**config.mk**
```make
export PLATFORM = sky130hd
export DESIGN_NAME = mnes_ctrl
export DESIGN_NICKNAME = d
export VERILOG_FILES = /design/src/rtl/mnes_pkg.sv /design/src/rtl/mnes_ctrl.sv
export SDC_FILE = /design/constraint.sdc
export NUM_CORES = 1
export LEC_CHECK = 0
export BUFFER_PORTS_ARGS = -buffer_cell sky130_fd_sc_hd__buf_4
export CAP_MARGIN = 15
export CORE_AREA = 2 2 39 41
export DETAILED_ROUTE_END_ITERATION = 10
export DIE_AREA = 0 0 41 43
export SLEW_MARGIN = 10
export SYNTH_ARGS = -nofsm -noshare
export SYNTH_HDL_FRONTEND = slang
export SYNTH_SLANG_ARGS = --single-unit
```
**constraint.sdc**
```tcl
create_clock -name clock -period 1.1 [get_ports clock]
set_input_delay 0.165 -clock clock [delete_from_list [all_inputs] [get_ports clock]]
set_output_delay 0.165 -clock clock [all_outputs]
set_load 0.01 [all_outputs]
```
**src/rtl/mnes_pkg.sv**
```systemverilog
// mnes_pkg: shared types, constants and duration table for the note event sequencer
// no dependencies
package mnes_pkg;

   localparam int MAX_TRACKS_DEF       = 4;
   localparam int EVENTS_PER_TRACK_DEF = 2048;
   localparam int VOICES_PER_TRACK     = 4;
   localparam int NOTE_LIMIT           = 16;

   localparam logic [1:0] MODE_WRITE  = 2'd0;
   localparam logic [1:0] MODE_LENGTH = 2'd1;
   localparam logic [1:0] MODE_START  = 2'd2;
   localparam logic [1:0] MODE_TICK   = 2'd3;

   localparam logic [7:0] CMD_REST  = 8'h80;
   localparam logic [7:0] CMD_INSTR = 8'h81;
   localparam logic [7:0] CMD_VOL   = 8'h84;

   typedef enum logic [2:0] {
      ST_IDLE, ST_ACK, ST_TRACK, ST_FETCH, ST_EVAL, ST_EMIT, ST_MARK
   } state_type;

   // controller to datapath commands
   typedef struct packed {
      logic capture;     // take the input beat
      logic do_write;    // event store write
      logic do_length;   // track length write
      logic do_start;    // rewind tracks in use
      logic trk_clear;   // track index to zero
      logic trk_next;    // advance track index
      logic fetch;       // read event word at position
      logic eval;        // apply fetched event
      logic count_down;  // decrement countdown
      logic emit;        // load note result
      logic emit_ack;    // load acknowledge / marker
      logic done_mark;   // marker carries song_done
   } cmd_type;

   // datapath to controller status
   typedef struct packed {
      logic [1:0] mode;
      logic       playing;
      logic       trk_last;   // current track is last in use
      logic       no_tracks;
      logic       trk_active; // position below length
      logic       cnt_zero;
      logic       walk_end;   // event ends the walk (after eval)
      logic       note_ok;    // evaluated event emits a note
      logic       out_busy;
   } status_type;

   function automatic logic [9:0] duration(input logic [5:0] idx);
      logic [9:0] v;
      case (idx)
         6'd0: v = 10'd384;  6'd1: v = 10'd192;  6'd2: v = 10'd96;  6'd3: v = 10'd48;
         6'd4: v = 10'd24;   6'd5: v = 10'd12;   6'd6: v = 10'd6;   6'd7: v = 10'd3;
         6'd8: v = 10'd576;  6'd9: v = 10'd288;  6'd10: v = 10'd144; 6'd11: v = 10'd72;
         6'd12: v = 10'd36;  6'd13: v = 10'd18;  6'd14: v = 10'd9;  6'd15: v = 10'd4;
         6'd16: v = 10'd256; 6'd17: v = 10'd128; 6'd18: v = 10'd64; 6'd19: v = 10'd32;
         6'd20: v = 10'd16;  6'd21: v = 10'd8;   6'd22: v = 10'd4;  6'd23: v = 10'd2;
         6'd24: v = 10'd384; 6'd25: v = 10'd192; 6'd26: v = 10'd96; 6'd27: v = 10'd48;
         6'd28: v = 10'd24;  6'd29: v = 10'd12;  6'd30: v = 10'd6;  6'd31: v = 10'd3;
         6'd32: v = 10'd320; 6'd33: v = 10'd160; 6'd34: v = 10'd80; 6'd35: v = 10'd40;
         6'd36: v = 10'd20;  6'd37: v = 10'd10;  6'd38: v = 10'd5;  6'd39: v = 10'd2;
         6'd40: v = 10'd480; 6'd41: v = 10'd240; 6'd42: v = 10'd120; 6'd43: v = 10'd60;
         6'd44: v = 10'd30;  6'd45: v = 10'd15;  6'd46: v = 10'd7;  6'd47: v = 10'd3;
         6'd48: v = 10'd329; 6'd49: v = 10'd164; 6'd50: v = 10'd82; 6'd51: v = 10'd41;
         6'd52: v = 10'd20;  6'd53: v = 10'd10;  6'd54: v = 10'd5;  6'd55: v = 10'd2;
         6'd56: v = 10'd493; 6'd57: v = 10'd246; 6'd58: v = 10'd123; 6'd59: v = 10'd61;
         6'd60: v = 10'd30;  6'd61: v = 10'd15;  6'd62: v = 10'd7;  6'd63: v = 10'd3;
         default: v = 10'd0;
      endcase
      return v;
   endfunction

endpackage

```
**src/rtl/mnes_ctrl.sv**
```systemverilog
// mnes_ctrl: sequencing state machine for the note event sequencer
// depends on mnes_pkg
module mnes_ctrl (
   input  logic                  clock,
   input  logic                  reset,
   input  logic                  req_valid,
   output logic                  req_ready,
   input  mnes_pkg::status_type  stat,
   output mnes_pkg::cmd_type     cmd
);

   mnes_pkg::state_type state_ff, state_in;

   // state register
   always_ff @(posedge clock) begin
      if (reset) begin
         state_ff <= mnes_pkg::ST_IDLE;
      end else begin
         state_ff <= state_in;
      end
   end

   // next state and commands
   always_comb begin
      state_in  = state_ff;
      cmd       = '0;
      req_ready = 1'b0;
      case (state_ff)
         mnes_pkg::ST_IDLE: begin
            req_ready = 1'b1;
            if (req_valid) begin
               cmd.capture = 1'b1;
               state_in = mnes_pkg::ST_ACK;
            end
         end
         mnes_pkg::ST_ACK: begin
            // act on the captured beat
            case (stat.mode)
               mnes_pkg::MODE_WRITE:  cmd.do_write  = 1'b1;
               mnes_pkg::MODE_LENGTH: cmd.do_length = 1'b1;
               mnes_pkg::MODE_START:  cmd.do_start  = 1'b1;
               default: ;
            endcase
            if (stat.mode == mnes_pkg::MODE_TICK && stat.playing) begin
               cmd.trk_clear = 1'b1;
               state_in = stat.no_tracks ? mnes_pkg::ST_MARK : mnes_pkg::ST_TRACK;
            end else begin
               state_in = mnes_pkg::ST_MARK;
            end
         end
         mnes_pkg::ST_TRACK: begin
            if (stat.trk_active && stat.cnt_zero) begin
               state_in = mnes_pkg::ST_FETCH;
            end else begin
               cmd.count_down = stat.trk_active;
               cmd.trk_next = 1'b1;
               state_in = stat.trk_last ? mnes_pkg::ST_MARK : mnes_pkg::ST_TRACK;
            end
         end
         mnes_pkg::ST_FETCH: begin
            if (!stat.trk_active) begin
               cmd.trk_next = 1'b1;
               state_in = stat.trk_last ? mnes_pkg::ST_MARK : mnes_pkg::ST_TRACK;
            end else begin
               cmd.fetch = 1'b1;
               state_in = mnes_pkg::ST_EVAL;
            end
         end
         mnes_pkg::ST_EVAL: begin
            if (stat.note_ok) begin
               if (!stat.out_busy) begin
                  cmd.eval = 1'b1;
                  cmd.emit = 1'b1;
                  state_in = mnes_pkg::ST_EMIT;
               end
            end else begin
               cmd.eval = 1'b1;
               state_in = mnes_pkg::ST_EMIT;
            end
         end
         mnes_pkg::ST_EMIT: begin
            // walk_end reflects the event just applied
            if (stat.walk_end) begin
               cmd.trk_next = 1'b1;
               state_in = stat.trk_last ? mnes_pkg::ST_MARK : mnes_pkg::ST_TRACK;
            end else begin
               state_in = mnes_pkg::ST_FETCH;
            end
         end
         mnes_pkg::ST_MARK: begin
            if (!stat.out_busy) begin
               cmd.emit_ack  = 1'b1;
               cmd.done_mark = (stat.mode == mnes_pkg::MODE_TICK) && stat.playing;
               state_in = mnes_pkg::ST_IDLE;
            end
         end
         default: state_in = mnes_pkg::ST_IDLE;
      endcase
   end

`ifndef SYNTHESIS
   a_ready_idle: assert property (@(posedge clock) disable iff (reset)
      req_ready |-> state_ff == mnes_pkg::ST_IDLE)
      else $error("ready outside idle");
   a_capture_ack: assert property (@(posedge clock) disable iff (reset)
      (req_valid && req_ready) |=> state_ff == mnes_pkg::ST_ACK)
      else $error("capture not followed by ack");
   a_emit_free: assert property (@(posedge clock) disable iff (reset)
      (cmd.emit || cmd.emit_ack) |-> !stat.out_busy)
      else $error("result overwrite");
`endif

endmodule

```
==> impl_metrics.py <==
metrics = {
    "run_status": {
        "status": "finished with violations",
        "violations": "setup timing",
    },
    "min_path": {
        "hold_class": "in -> reg",
    },
    "final_layout": {
        "utilization_pct": 61.4,
        "area_delta_synth_final_pct": 135,
        "num-nets-final": 103,
        "largestRegisters": "state_ff x3",
        "regMostFlops": "state_ff",
        "largest_reg_flops": 3,
        "postLayoutCellArea_um2": 850,
        "final_cells": 105,
        "num_antenna_cells": 0,
        "drive_above_1_share_pct": 73.0,
    },
    "timing": {
        "fmax_mhz": 677,
        "slew_viol_final": 0,
        "max_slew_margin_pct": 83.9,
        "finalSetupViolations": 16,
        "timing_worst_slew_pin_value_ns": 0.240,
        "hold_violations": 0,
        "rsz0062_at_grt": "true",
        "finClkSkew_ns": 0.00195,
        "min_period_over_period_pct": 134,
        "min_period_ns": 1.48,
        "worst_slack_ns": -0.378,
    },
    "worst_setup_path": {
        "crit_slowest_cell": "or3b_4",
        "worstPathArrival_ns": 1.31,
        "cp.required_ns": 0.94,
        "reg2reg_slack_ns": -0.16,
        "crit_type": "reg -> out",
        "cp-start-kind": "register",
        "regToRegStartpoint": "state_ff[1]$_SDFFE_PP0P_",
        "crit_start": "state_ff[0]$_SDFFE_PP0P_",
        "cp_max_fo": 5,
        "crit_end": "cmd[8]",
        "crit_path_cell_trace": "or3b_4 > nor3b_4 > buf_4",
        "r2r-end": "state_ff[1]$_SDFFE_PP0P_",
        "endpoint_kind": "output port",
        "max_stage_delay_ns": 0.43,
        "r2r_cells": 4,
    },
    "detailed_routing": {
        "drt_wl_total_mm": 1.22,
        "vias_per_cell": 4.93,
        "ant_nets": 0,
        "drt-initial-drc-count": 0,
        "first_pass_iters": 1,
        "wl_per_cell_um": 11.6,
        "vias": 518,
        "drc": 0,
    },
    "clock_tree": {
        "cts_buffer_depth": 2,
        "cts_buffers": 3,
        "root_buffer": "clkbuf_4",
        "cts-htree-levels": 1,
        "clk_latency_ns": 0.23,
        "cts.sink_count": 3,
        "cts_tree": "done",
        "clk_pin_slew_worst_paths_ns": 0.04,
    },
    "place": {
        "placed_cell_area_um2": 637,
        "portBuffers": 25,
        "dpl.hpwl_um": 851,
        "routabilityCongestion": 0.745,
        "place_inst": 93,
    },
    "floorplanning": {
        "core-area_um2": 1380,
        "die_x_um": 41,
        "core.rowCount": 14,
        "dieArea_um2": 1760,
        "fp.dieH_um": 43,
        "ios": 26,
        "start_util_pct": 26.1,
    },
    "power": {
        "power.leakage_nw": 0.380,
        "peakVddDrop_uv": 1090,
        "power_mw": 1.69,
        "power_density_nw_per_um2": 1990,
    },
    "grt": {
        "grtUsageMet1_pct": 14.5,
        "groute.usage.overall_pct": 14.3,
        "busiest_layer": "met2",
        "first_global_vias": 498,
        "grt_start_max_net_pins": 9,
        "grt_pass1_wl_mm": 1.75,
        "grt_remaining_overflow": 0,
        "use_met3_pct": 1.57,
        "antenna_found_initial": 0,
        "use_met2_pct": 26.6,
    },
    "synth": {
        "syn-cell-area_um2": 362,
        "synth_ff_type": "dfxtp_1",
        "ys_warn_count": 0,
        "synth.avg_cell_area_um2": 7.53,
        "ys_seq_area_share_pct": 16.6,
        "synth-edff-count": 0,
        "syn-num-nets": 61,
        "synth.distinct_cells": 28,
        "postSynthCellCount": 48,
        "synthArstFlopShare_pct": 0,
        "synth-seq-cells": 3,
    },
    "job": {
        "drv_cap": 0,
    },
}
==> critical path: cells and delay by family (launching register included) <==
kind | cells | cell delay, ns
and+or+nand+nor | 2 | 0.61
DFF | 1 | 0.33
buffers and inverters | 1 | 0.14
==> worst min-delay path by stage <==
stage	start	end	slack, ns	cells after the start
after detailed placement	stat[5]	state_ff[2]$_SDFFE_PP0P_	0.51	3
final	stat[5]	state_ff[2]$_SDFFE_PP0P_	0.27	3
after global routing	stat[2]	state_ff[2]$_SDFFE_PP0P_	0.30	3
after floorplan	stat[9]	cmd[9]	0.36	1
after global placement	stat[5]	state_ff[2]$_SDFFE_PP0P_	0.51	3
after CTS	stat[5]	state_ff[2]$_SDFFE_PP0P_	0.26	3
==> final cells by class <==
cell class              instances  area [um^2]
multi-input cells              40          389
clock buffers                   4         26.3
inverters                       2         7.51
repair buffers                 40          343
flip-flops and latches          3         63.8
fillers                       140          534
well taps                      16         20.0
==> cells by family after synthesis <==
logic type | after synthesis | synth area share (%)
AND/OR/NAND/NOR | 26 | 45.7
AO/OA/AOI/OAI | 14 | 30.1
buffers and inverters | 5 | 7.61
flip-flops | 3 | 16.6
==> per-layer routing <==
metal / wire [um] / part of all wire, % / up-vias
met2: 678 / 56 / 19
met3: 88 / 7.2 / 0
li1: - / - / 266
met5: 0 / 0 / -
met1: 453 / 37 / 233
met4: 0 / 0 / 0
==> cells in the mapped netlist, types with 2 or more instances <==
master | number | area [um^2]
inv_1 | 2 | 7.51
a211oi_1 | 2 | 15.0
o21ai_0 | 4 | 20.0
nor3_1 | 2 | 10.0
o211ai_1 | 2 | 15.0
nand2_1 | 2 | 7.51
nand3_1 | 2 | 10.0
nor2_1 | 2 | 7.51
nor3b_1 | 4 | 30.0
nor2b_1 | 4 | 25.0
dfxtp_1 | 3 | 60.1
and2_1 | 3 | 18.8
==> where the power goes <==
| part | switching, mW | leakage (nW) | total [mW] | internal, mW |
|---|---|---|---|---|
| clock network | 0.0532 | 0.0150 | 0.189 | 0.136 |
| registers | 0.0354 | 0.0258 | 0.199 | 0.163 |
| logic | 0.545 | 0.339 | 1.30 | 0.759 |
| total | 0.634 | 0.380 | 1.69 | 1.06 |
==> layout by cell type (no fill, tap or decap), types with 2 or more instances in the layout <==
master     n
and2_4     3
nor3b_4    2
o21ai_0    3
o211ai_1   2
nand3_1    2
clkbuf_4   3
inv_1      2
buf_4     28
buf_6     10
nor2_1     2
dfxtp_2    3
a211oi_2   2
nor2b_4    2
==> per-stage QoR <==
stage	setup WS, ns	hold WS (ns)	TNS, ns
2_1_floorplan	-0.131	0.355	-0.930
3_3_place_gp	-0.170	0.508	-1.48
3_5_place_dp	-0.209	0.507	-1.68
4_1_cts	-0.407	0.264	-4.61
5_1_grt	-0.430	0.299	-5.10
6_report	-0.378	0.274	-4.26
==> repair_timing <==
action / in CTS / in global routing
gates resized for setup: 27 / 8
pin swaps: 10 / 8
cloned: 1 / 0
hold buffers: 0 / 0
setup endpoints to repair: 16 / 16
setup buffers: 6 / 2
endpoints found under the hold margin: 0 / 0
(Power assumes the default switching activity.)
